File: src/sv/priority_round_robin_scheduler_top_assert.svh
// assertion macros for the scheduler
`ifndef PRIORITY_ROUND_ROBIN_SCHEDULER_TOP_ASSERT_SVH
`define PRIORITY_ROUND_ROBIN_SCHEDULER_TOP_ASSERT_SVH
// property that must hold on every clock once out of reset
`define PRRS_ASSERT(lbl, clk, rst_n, prop, msg) \
    lbl: assert property (@(posedge clk) disable iff (!rst_n) (prop)) else $error(msg);
// consequence that must hold in the cycle after its cause
`define PRRS_ASSERT_NEXT(lbl, clk, rst_n, cause, cons, msg) \
    lbl: assert property (@(posedge clk) disable iff (!rst_n) (cause) |=> (cons)) \
        else $error(msg);
`endif

File: src/sv/prrs_pkg.sv
`timescale 1ns / 1ps
// ----------------------------------------------------------------------------
// prrs_pkg
// shared types and codes of the priority round-robin scheduler
// ----------------------------------------------------------------------------
package prrs_pkg;
    localparam logic [1:0] MODE_ADD   = 2'd0;
    localparam logic [1:0] MODE_START = 2'd1;
    localparam logic [1:0] MODE_DELAY = 2'd2;
    localparam logic [1:0] MODE_TICK  = 2'd3;

    localparam logic [1:0] ST_OK       = 2'd0;
    localparam logic [1:0] ST_FULL     = 2'd1;
    localparam logic [1:0] ST_REJECTED = 2'd2;

    typedef enum logic [2:0] {
        S_IDLE, S_SHIFT, S_TICK, S_FIRST, S_GROUP, S_TRY, S_DONE
    } t_state;

    // per-cell controls driven by the sequencer
    typedef struct packed {
        logic       shift;   // move entry right by one slot
        logic       tick;    // count timeout down
        logic       load;    // write new entry at ins slot
        logic       set_to;  // write timeout at current slot
    } t_cell_ctl;
endpackage

File: src/sv/prrs_cell.sv
`timescale 1ns / 1ps
// ----------------------------------------------------------------------------
// prrs_cell
// one slot: priority, thread id and timeout; takes its left neighbor's entry
// ----------------------------------------------------------------------------
module prrs_cell (
    input  logic                i_clk,
    input  logic                i_rst_n,
    input  prrs_pkg::t_cell_ctl i_ctl,
    input  logic                i_active,     // slot index plus one below thread count
    input  logic                i_shift_en,   // this slot is right of insertion, at or below thread count
    input  logic                i_load_here,
    input  logic                i_to_here,
    input  logic [4:0]          i_new_prio,
    input  logic [4:0]          i_new_id,
    input  logic [31:0]         i_delay,
    input  logic [4:0]          i_left_prio,
    input  logic [4:0]          i_left_id,
    input  logic [31:0]         i_left_to,
    output logic [4:0]          o_prio,
    output logic [4:0]          o_id,
    output logic [31:0]         o_to,
    output logic                o_wake
);
    import prrs_pkg::*;

    logic [4:0]  r_prio, n_prio;
    logic [4:0]  r_id, n_id;
    logic [31:0] r_to, n_to;

    always_comb begin
        n_prio = r_prio;
        n_id   = r_id;
        n_to   = r_to;
        o_wake = 1'b0;
        if (i_ctl.shift && i_shift_en) begin
            n_prio = i_left_prio;
            n_id   = i_left_id;
            n_to   = i_left_to;
        end
        if (i_ctl.load && i_load_here) begin
            n_prio = i_new_prio;
            n_id   = i_new_id;
            n_to   = '0;
        end
        if (i_ctl.set_to && i_to_here) n_to = i_delay;
        if (i_ctl.tick && i_active && r_to != '0) begin
            n_to   = r_to - 32'd1;
            o_wake = (r_to == 32'd1);
        end
    end

    always_ff @(posedge i_clk) begin
        if (!i_rst_n) begin
            r_to <= '0;
        end else begin
            r_to <= n_to;
        end
        r_prio <= n_prio;
        r_id   <= n_id;
    end

    assign o_prio = r_prio;
    assign o_id   = r_id;
    assign o_to   = r_to;
endmodule

File: config.mk
export PLATFORM = sky130hd
export DESIGN_NAME = prrs_cell
export DESIGN_NICKNAME = d
export VERILOG_FILES = /design/src/sv/priority_round_robin_scheduler_top_assert.svh /design/src/sv/prrs_pkg.sv /design/src/sv/prrs_cell.sv
export SDC_FILE = /design/constraint.sdc
export NUM_CORES = 1
export LEC_CHECK = 0
export BUFFER_PORTS_ARGS = -buffer_cell sky130_fd_sc_hd__buf_2
export CAP_MARGIN = 25
export CORE_ASPECT_RATIO = 1.5
export CORE_MARGIN = 3
export CORE_UTILIZATION = 47
export DETAILED_ROUTE_END_ITERATION = 12
export PLACE_DENSITY = 0.84
export SYNTH_ARGS = -nofsm -noshare
export SYNTH_HDL_FRONTEND = slang
export SYNTH_SLANG_ARGS = --single-unit
File: constraint.sdc
create_clock -name i_clk -period 3.6 [get_ports i_clk]
set_clock_uncertainty 0.1 [all_clocks]
set_input_delay 0.54 -clock i_clk [delete_from_list [all_inputs] [get_ports i_clk]]
set_output_delay 0.54 -clock i_clk [all_outputs]
set_load 0.005 [all_outputs]
======== Word-level counts from Yosys, hierarchy flattened ========
Cells that the tools add are included.
Widths: inputs -> output; s select.
operators by class
  $add $sub $neg .......................... 1
  equality and inequality tests ........... 1
  muxes and demuxes ....................... 9
  reductions and logical operators ........ 8
operator list
  operator               count
  $mux 32                4
  $eq 32x1->1 const B    1
  $reduce_bool 32->1     1
  $sub 32x1->32 const B  1
  $mux 5                 4
  $logic_and 1x1->1      5
  $reduce_bool 4->1      1
  $reduce_bool 2->1      1
  $mux 1                 1
storage, ports and cells
  register bits ........................... 42
  output and inout port bits .............. 43
  logic and storage cells ................. 22

======== Logic depth before layout (Yosys ltp) ========
Gate-level depths: netlist of run 1.
  depth after elaboration ................. 5
  mapped depth ............................ 10
  depth with buffers taken out ............ 8

======== Least setup slack after synthesis of run 1 ========
Ideal clock, no wire load.
  kind .................................... flip-flop to output port
  from .................................... register r_to[8] (netlist: o_to[8])
  to ...................................... output o_wake
  arrival ................................. 2.494 ns
  data required time ...................... 2.960 ns
  slack ................................... 0.466 ns
  stages on the path, launching flop included .. 9
  path buffers ............................ 3
  path through ............................ dfxtp_1 -> or4_1 -> buf_2 -> or4_4 -> or4_1 -> buf_4 -> nand2_8 -> buf_4 -> nor4_1
between the ends
  word-level cells in the longest chain between the ends .. 3
ends and longest elaborated chain
  item                      line             RTL
  start: declaration        prrs_cell.sv:29  logic [31:0] r_to, n_to;
  start signal: assignment  prrs_cell.sv:57  r_to <= n_to;
  $reduce_bool 32->1        prrs_cell.sv:47  if (i_ctl.tick && i_active && r_to != '0) begin
  $logic_and 1x1->1         prrs_cell.sv:47
  $mux 1 *                  prrs_cell.sv:47
  end: declaration          prrs_cell.sv:23  output logic o_wake
Every way passes the cells marked *; elsewhere a longest branch is shown, timed or not.

======== Worst setup path after layout of run 1 ========
  from .................................... register r_to[12] (netlist: o_to[12])
  to ...................................... output o_wake
The elaborated chain is that of the path after synthesis.

==> results of run 1 <==
worst paths after layout:
kind	startpoint	to	slack [ns]	depth (start not counted)
setup / recovery	o_to[12]$_SDFFE_PN0P_	o_wake	0.11	6
hold / removal	o_to[10]$_SDFFE_PN0P_	o_to[10]$_SDFFE_PN0P_	0.43	2
setup reg to reg	o_to[12]$_SDFFE_PN0P_	o_to[13]$_SDFFE_PN0P_	0.39	7
hold reg to reg	o_to[10]$_SDFFE_PN0P_	o_to[10]$_SDFFE_PN0P_	0.43	2
power groups by stage:
stage                     combinational [uW]  clock, uW  sequential, uW
after CTS                                466        307             580
after detailed placement                 462          0             591
after global placement                   451          0             588
final                                    473        307             583
after floorplan                          266          0             586
after global routing                     515        323             589
cell type report:
cell class	count	area [sq um]	area share [%]
multi-input cells	262	1780	47.4
flip-flops and latches	42	941	25.1
repair buffers	153	828	22.1
well taps	72	90.1	2.41
clock buffers	6	72.6	1.94
inverters	7	26.3	0.702
clock inverters	2	10.0	0.267
per-stage QoR:
stage / hold WS [ns] / instances / cell area, sq um / setup slack [ns]
floorplan: 0.387 / 336 / 2850 / 0.466
global placement: 0.388 / 535 / 3630 / 0.279
detailed placement: 0.410 / 536 / 3650 / 0.224
CTS: 0.424 / 544 / 3740 / 0.0814
global route: 0.444 / 544 / 3740 / 0.0165
finish: 0.430 / 544 / 3740 / 0.110
placed cells by master, fill, tap and decap left out, drive strengths merged, types with 6 or more instances in the layout:
cell type  Yosys  layout
clkbuf        18       6
dfxtp         32      32
a211oi        10      10
o211ai         6       6
a221oi        10      10
o21ai         10      10
buf            7     153
a31oi         12      12
mux2          17      17
nor2          12      12
nand3         24      24
edfxtp        10      10
nor4          14      14
a21oi         12      12
nor3          10      10
inv            7       7
nand2         39      39
or4           12      12
a22oi          6       6
or3            7       7
logic make-up after synthesis:
| family | count (synthesis) |
|---|---|
| xor gates and xnor gates | 7 |
| buffers and inverters | 32 |
| adders and majority gates | 3 |
| AOI/OAI and AO/OA | 98 |
| muxes | 18 |
| DFF | 42 |
| and+or+nand+nor | 136 |
flip-flops by register name (all words and copies together), names as in the netlist:
name / flops
o_to: 32
o_prio: 5
o_id: 5
per-layer routing:
metal,track usage (%),up-vias
met2,48.5,183
li1,-,1597
met5,0,-
met3,4.87,31
met4,11.9,0
met1,31.5,1611
what timing repair did:
action | CTS | global route
cloned | 0 | 0
resized for setup | 1 | 1
setup endpoints to repair | 1 | 1
hold endpoints to repair | 0 | 0
tightest hold or removal path: stages, from the launching register on:
cell and delay [ns]:
dfxtp_1 0.35, nand3_1 0.08, o22ai_1 0.06
==> out/metrics.cfg, run 1 <==
[sta]
fmax_ghz=0.287
fin_crit_sh_pct=96.9
hold_viol_final=0
drv_slew=0
relSlewSlack_pct=44.8
fin_crit_ns=3.49
setup_viol=0
tns_ns=0
rsz0062_at_grt=no
worstMarginPinSlew_ns=0.828

[global_route]
overflow=0
grtUsageTotal_pct=27.1
grt_pass1_vias=3190
grt_pass1_wl_microns=15500
antenna_found_initial=0
grt_max_degree=34

[floorplanning]
row_count=34
die_y_microns=101
fp.dieW_microns=69.5
dieArea_sq_mm=0.00705
ioPinCount=137
initial_utilization_pct=48.8
core_sq_mm=0.00583

[pwr]
power.density_mw_per_mm2=364
ir_worst_vdd_mv=0.189
clkPwrFrac_pct=22.5
p_seq_share_pct=42.7
sw_frac_of_total_pct=35.2
leakage_uw=0.00163
power.total_uw=1360
p_sw_uw=480
internal-power_uw=883
p_comb_share_pct=34.7

[setup_path]
worstPathCellList=or4_4 > or4_4 > or4_4 > nand2_8 > nor4_1 > buf_2
crit_family=simple AND/OR/NAND/NOR gates
required_ns=2.96
end_kind=output pin
crit_fanout=20
cp.arrival_ns=2.85
cpPeakStageDelay_ns=0.63
timing.critical_path.mode_cell=or4_4
cp_slowest_cell=or4_4
startpoint_type=flip-flop
timing.critical_path.buf_inv=1
critical_path_class=flip-flop to output pin

[route]
wl_met3_microns=756
viasPerCell=6.29
drtPass1Iterations=5
vias=3422
drc=0
wire_per_inst_microns=18.5
dr_wl_met2_microns=5150
wl_met1_microns=3850
drtIter0Drc=316
detail-route-antenna-nets=0
highest_layer=met4
wl_microns=10100

[yosys]
synth_cell_types=60
synthTopCellsByArea=dfxtp_1, edfxtp_1, mux2_2
synth_area_sq_mm=0.00285
muxShareOfSynthArea_pct=7.08
synth_area_per_cell_sq_um=8.47
synth_fa_ha_area_share_pct=1.32
synth.most_common_cell=nand2_1
synthArstFlopShare_pct=0
dominantRegCellSynth=dfxtp_1
synth_top_family_by_area=compound AO/OA/AOI/OAI gates
synth-compound-area-share_pct=25.8
netlist.area_leader.share_pct=22.5
ys_warn_count=0
postSynthCellCount=336
synth-seq-cells=42
synth_common_cells=nand2_1, dfxtp_1, nand3_1, clkbuf_1, mux2_2
synth_xor_area_share_pct=2.15
syn-num-nets=433
synth_largest_area_cell=dfxtp_1
yosys.area_share.simple_pct=25.7
synth_edf_count=10
ys_seq_area_share_pct=33.1

[clock_network]
h-tree-depth=2
cts_buffers=5
cts_hold_buffers=0
clock_latency_ns=0.30
clockRootBuffer=clkbuf_8
clk_pin_slew_ns=0.08
clock_sinks=42
cts_tree=built
post-cts-setup-buffers=0
clk_path_buf_depth=2

[finish]
area_delta_synth_final_pct=31.5
drive_gt1_share_pct=40.0
nNetsFinal=568
num-fill-cells=517
final_util_pct=64.2
diodes=0

[placed_design]
gp_congestion=0.889
post-dp-hpwl_microns=7480
port_buffers=136

[status]
status=complete, no violations

[hold_path]
hold_path.class=flip-flop to flip-flop

[run]
max_cap_viol_count=0

No activity file was read; power rests on OpenSTA's default activity.
==> run 2, diff against run 1 <==
- CORE_ASPECT_RATIO: 1.5 -> 0.7
- GPL_TIMING_DRIVEN: default -> 0
==> run 2 against run 1 <==
Compared with the run above: critical path depth grew 2; core utilization grew 0.40 points; setup slack lost 0.051 ns.
==> out/metrics.cfg, run 2 (same netlist as run 1, synthesis figures left out) <==
[sta]
fmax_ghz=0.282  ; -1.4%
hold_viol_final=0  ; unchanged
drv_slew=0  ; unchanged
relSlewSlack_pct=37.2  ; -7.5 points
fin_crit_ns=3.54  ; +0.0512 ns
whs_ns=0.441  ; +0.0106 ns
worstMarginPinSlew_ns=0.933  ; +0.105 ns
setup_viol=0  ; unchanged
tns_ns=0  ; unchanged
fin_crit_sh_pct=98.4  ; +1.4 points
rsz0062_at_grt=no

[route]
wire_per_inst_microns=19.9  ; +7.7%
viasPerCell=6.31  ; +0.25%
detail-route-antenna-nets=0  ; unchanged
drc=0  ; unchanged
drtIter0Drc=337  ; +6.6%
wl_microns=11100  ; +9.8%
vias=3500  ; +2.3%
drtPass1Iterations=6  ; +1

[floorplanning]
core_sq_mm=0.00578  ; -0.75%
dieArea_sq_mm=0.00704  ; about the same
fp.dieW_microns=99.0  ; +42%
die_y_microns=71.1  ; -30%
row_count=23  ; -32%
ioPinCount=137  ; unchanged
initial_utilization_pct=49.2  ; +0.37 points

[setup_path]
end_kind=output pin
critical_path_class=flip-flop to output pin
cp.arrival_ns=2.90  ; +0.05 ns
r2r_cells=10  ; +3
startpoint_type=flip-flop
crit_family=simple AND/OR/NAND/NOR gates
required_ns=2.96  ; about the same
cp_slowest_cell=or4_1
r2r_end=o_to[0]$_SDFFE_PN0P_
timing.critical_path.mode_cell=or4_1
timing.critical_path.buf_inv=3  ; +2
crit_fanout=9  ; -55%
worstPathCellList=or4_1 > clkbuf_4 > or4_4 > or4_1 > buf_4 > nand2_8 > nor4_1 > buf_2
ff2ff_setup_slack_ns=0.20  ; -0.19 ns
cpPeakStageDelay_ns=0.52  ; -0.11 ns
rr_startpoint=o_to[8]$_SDFFE_PN0P_

[finish]
nNetsFinal=576  ; +1.4%
drive_gt1_share_pct=37.1  ; -3.0 points
area_delta_synth_final_pct=31.3
final_cell_mix=buf_2, nand2_1, dfxtp_1, nand3_1, clkbuf_1
diodes=0  ; unchanged
num-fill-cells=544  ; +5.2%
final_util_pct=64.6  ; +0.40 points
largest_reg_flops=32  ; unchanged
layout_commonest_cell=buf_2

[clock_network]
cts_buffers=5  ; unchanged
cts_hold_buffers=0  ; unchanged
clock_sinks=42  ; unchanged
h-tree-depth=2  ; unchanged
cts_tree=built
clk_pin_slew_ns=0.08  ; about the same
clk_path_buf_depth=2  ; unchanged
clock_latency_ns=0.30  ; about the same
clockRootBuffer=clkbuf_8

[hold_path]
hold_path_startpoint=i_new_prio[2]
min_to=o_prio[2]$_DFFE_PP_
hold_path.class=primary input to flip-flop
min_path_cells=2  ; unchanged

[placed_design]
gp_congestion=0.976  ; +9.7%
post-dp-hpwl_microns=8320  ; +11%
port_buffers=136  ; unchanged

[pwr]
power.total_uw=1430  ; +5.2%
sw_frac_of_total_pct=34.7  ; -0.54 points
p_sw_uw=497  ; +3.6%
ir_worst_vdd_mv=0.220  ; +16%
p_seq_share_pct=40.9  ; -1.8 points
p_comb_share_pct=32.7  ; -2.0 points
internal-power_uw=937  ; +6.1%
power.density_mw_per_mm2=384  ; +5.3%
leakage_uw=0.00160  ; -1.9%
clkPwrFrac_pct=26.4  ; +3.9 points

[global_route]
antenna_found_initial=0  ; unchanged
grt_max_degree=19  ; -44%
grt_pass1_vias=3256  ; +2.1%
grtUsageTotal_pct=30.0  ; +2.9 points
overflow=0  ; unchanged
grt_pass1_wl_microns=16800  ; +8.2%

[run]
max_cap_viol_count=0  ; unchanged

[status]
status=complete, no violations

run 2: cell types whose count changed in the layout (fill, tap and decap cells not counted), sizes merged:
| cell | delta |
|---|---|
| buf | -11 |
| bufinv | +1 |
| clkbuf | +18 |
run 2: layout make-up:
cell class              count  area, sq um  share of cell area [%]
repair buffers            137          688                    18.4
well taps                  75         93.8                    2.51
flip-flops and latches     42          943                    25.2
clock inverters             3         40.0                    1.07
clock buffers               5         68.8                    1.84
inverters                   7         26.3                   0.703
plain buffers              24          109                    2.91
multi-input cells         262         1770                    47.3
run 2: metal layers:
layer	global-route usage [%]	share of wire [%]	vias up
met4	5.00	1.2	0
li1	-	-	1611
met5	0	0	-
met2	45.7	44	261
met1	42.5	41	1602
met3	9.26	14	26
run 2: power groups by stage:
stage / clock network, uW / logic (uW) / registers [uW]
detailed placement: 0 / 451 / 593
finish: 379 / 469 / 586
global route: 392 / 503 / 593
CTS: 376 / 454 / 583
floorplan: 0 / 266 / 586
global placement: 0 / 441 / 590
run 2: repair_timing:
item / in CTS / in global routing
buffers inserted: 1 / 0
gates resized for setup: 1 / 3
setup endpoints to repair: 1 / 1
run 2: how the worst max path moves through the flow:
stage | from | depth (start not counted) | end | slack (ns)
6_report | o_to[8]$_SDFFE_PN0P_ | 8 | o_wake | 0.06
5_1_grt | o_to[8]$_SDFFE_PN0P_ | 8 | o_wake | 0.002
4_1_cts | o_to[8]$_SDFFE_PN0P_ | 8 | o_wake | 0.09
3_5_place_dp | o_to[8]$_SDFFE_PN0P_ | 9 | o_wake | 0.13
3_3_place_gp | o_to[8]$_SDFFE_PN0P_ | 9 | o_wake | 0.13
2_1_floorplan | o_to[8]$_SDFFE_PN0P_ | 8 | o_wake | 0.47
run 2: per-stage QoR:
stage / setup WS (ns) / instances / instance area, sq um
5_1_grt: 0.00247 / 555 / 3740
2_1_floorplan: 0.466 / 336 / 2850
3_5_place_dp: 0.134 / 547 / 3620
3_3_place_gp: 0.134 / 547 / 3620
6_report: 0.0587 / 555 / 3740
4_1_cts: 0.0874 / 555 / 3730
run 2: worst reg2reg max path: stages, from the launching register on:
cell,delay [ns]
dfxtp_2,0.36
or4_1,0.52
clkbuf_4,0.19
or4_4,0.51
or4_1,0.50
buf_4,0.21
nand2_8,0.08
buf_4,0.25
buf_6,0.20
o21ai_1,0.09
a221oi_2,0.28
==> run 3, diff against run 2 <==
- CORE_ASPECT_RATIO: 0.7 -> 0.6
- GPL_ROUTABILITY_DRIVEN: default -> 0
- clock period: 3.6 -> 3.95 ns (I/O delays scaled with it)
==> run 3 against run 2 <==
Compared with the run above: first-iteration DRC count increased by 55%; highest routed layer is now met5; via count increased by 2.7%; critical path depth increased by 1; worst hold slack got worse by 0.0034 ns; sequential power decreased by 8.9%; final cell count increased by 0.90%; final area unchanged; global-route usage increased by 1.3 points.
==> out/metrics.cfg, run 3 (same netlist as run 1, synthesis figures left out) <==
[route]
wl_microns=11300  ; +2.5%
drtIter0Drc=523  ; +55%
drc=0  ; unchanged
drtPass1Iterations=6  ; unchanged
wire_per_inst_microns=20.2  ; +1.6%
vias=3594  ; +2.7%
viasPerCell=6.42  ; +1.8%
detail-route-antenna-nets=0  ; unchanged

[placed_design]
placed_area_sq_mm=0.00363  ; +0.17%
port_buffers=136  ; unchanged
post-dp-hpwl_microns=8500  ; +2.2%
dp_slack_ns=0.452  ; +0.318 ns

[pwr]
clkPwrFrac_pct=26.5  ; about the same
power.total_uw=1310  ; -8.6%
leakage_uw=0.00159  ; -0.37%
power.density_mw_per_mm2=351  ; -8.6%
p_sw_uw=458  ; -8.0%
internal-power_uw=853  ; -8.9%
sw_frac_of_total_pct=34.9  ; +0.23 points
p_seq_share_pct=40.7  ; -0.2 points
ir_worst_vdd_mv=0.156  ; -29%
p_comb_share_pct=32.8  ; about the same

[finish]
drive_gt1_share_pct=36.5  ; -0.63 points
final_cell_mix=buf_2, nand2_1, dfxtp_1, nand3_1, clkbuf_1
postLayoutCellArea_sq_mm=0.00374  ; unchanged
nNetsFinal=576  ; unchanged
area_delta_synth_final_pct=31.3  ; unchanged
largest_reg_flops=32  ; unchanged
diodes=0  ; unchanged
layout_commonest_cell=buf_2

[sta]
fin_ws_ns=0.110  ; +0.0512 ns
fin_crit_sh_pct=97.2
rsz0062_at_grt=no
drv_slew=0  ; unchanged
worstMarginPinSlew_ns=1.11  ; +0.178 ns
fin_crit_ns=3.84
setup_viol=0  ; unchanged
relSlewSlack_pct=25.3  ; -12 points
tns_ns=0  ; unchanged
fmax_ghz=0.260
hold_viol_final=0  ; unchanged

[clock_network]
cts_hold_buffers=0  ; unchanged
clockRootBuffer=clkbuf_8
clk_path_buf_depth=2  ; unchanged
clk_pin_slew_ns=0.08  ; about the same
clock_latency_ns=0.31  ; about the same
cts_tree=built
cts_buffers=5  ; unchanged
clock_sinks=42  ; unchanged
h-tree-depth=2  ; unchanged

[run]
max_cap_viol_count=0  ; unchanged

[setup_path]
endpoint=o_wake
required_ns=3.26  ; +0.30 ns
startpoint=o_to[8]$_SDFFE_PN0P_
ff2ff_setup_slack_ns=0.45  ; +0.25 ns
critical_path_class=flip-flop to output pin
rr_startpoint=o_to[8]$_SDFFE_PN0P_
r2r_cells=8  ; -2
crit_fanout=10  ; +1
startpoint_type=flip-flop
cp.arrival_ns=3.15  ; +0.25 ns
end_kind=output pin
r2r_end=o_to[3]$_SDFFE_PN0P_

[floorplanning]
die_y_microns=66.3  ; -6.8%
dieArea_sq_mm=0.00706  ; +0.23%
fp.dieW_microns=106  ; +7.5%
core_sq_mm=0.00570  ; -1.4%
row_count=21  ; -8.7%
ioPinCount=137  ; unchanged
initial_utilization_pct=49.9  ; +0.71 points

[global_route]
grt_pass1_vias=3287  ; +0.95%
grt_pass1_wl_microns=17000  ; +1.4%
grt_max_degree=14  ; -5
overflow=0  ; unchanged
antenna_found_initial=0  ; unchanged
grtUsageTotal_pct=31.3  ; +1.3 points

[status]
status=complete, no violations

[hold_path]
hold_path.class=flip-flop to flip-flop

==> run 3: timing repair <==
action | in CTS | in global routing
resized for setup | 0 | 2
buffers inserted | 0 | 0
endpoints found under the setup margin | 0 | 1
==> run 3: worst min path at each step <==
stage                               startpoint                   end  slack (ns)  depth (start not counted)
final                     o_to[6]$_SDFFE_PN0P_  o_to[6]$_SDFFE_PN0P_        0.44                          2
after CTS                 o_to[6]$_SDFFE_PN0P_  o_to[6]$_SDFFE_PN0P_        0.43                          2
after floorplan           o_to[6]$_SDFFE_PN0P_  o_to[6]$_SDFFE_PN0P_        0.39                          2
after global placement    o_to[6]$_SDFFE_PN0P_  o_to[6]$_SDFFE_PN0P_        0.39                          2
after detailed placement  o_to[6]$_SDFFE_PN0P_  o_to[6]$_SDFFE_PN0P_        0.41                          2
after global routing      o_to[6]$_SDFFE_PN0P_  o_to[6]$_SDFFE_PN0P_        0.47                          2
==> run 3: metal layers <==
metal	track usage [%]	part of all wire [%]
met1	44.6	40
met2	44.4	41
met3	11.9	17
met4	7.02	1.5
met5	0	0.30
==> run 3: worst max-delay path: stages (launching register included) <==
cell and delay, ns:
dfxtp_2 0.37, or4_1 0.51, buf_2 0.19, or4_4 0.50
or4_1 0.52, buf_4 0.21, nand2_8 0.12, buf_4 0.20
nor4_1 0.07, buf_2 0.16
==> run 3: power by group through the flow <==
stage               registers [uW]  logic (uW)  clock network (uW)
finish                         534         430                 347
floorplan                      534         242                   0
CTS                            531         414                 342
global placement               537         401                   0
global route                   540         462                 359
detailed placement             541         410                   0
==> run 3: per-stage QoR <==
| step | cells | utilization [%] | hold slack [ns] |
|---|---|---|---|
| 6_report | 560 | 65.6 | 0.438 |
| 5_1_grt | 560 | 65.6 | 0.468 |
| 4_1_cts | 560 | 65.5 | 0.427 |
| 3_5_place_dp | 552 | 63.6 | 0.412 |
| 3_3_place_gp | 552 | 63.6 | 0.391 |
| 2_1_floorplan | 336 | - | 0.387 |
==> run 3: layout make-up <==
type                            instances  area, sq um
Fill cell                             498         1960
Multi-Input combinational cell        262         1770
Sequential cell                        42          942
Timing Repair Buffer                  136          681
Buffer                                 25          114
Tap cell                               80          100
Clock buffer                            6         72.6
Clock inverter                          2         33.8
Inverter                                7         26.3
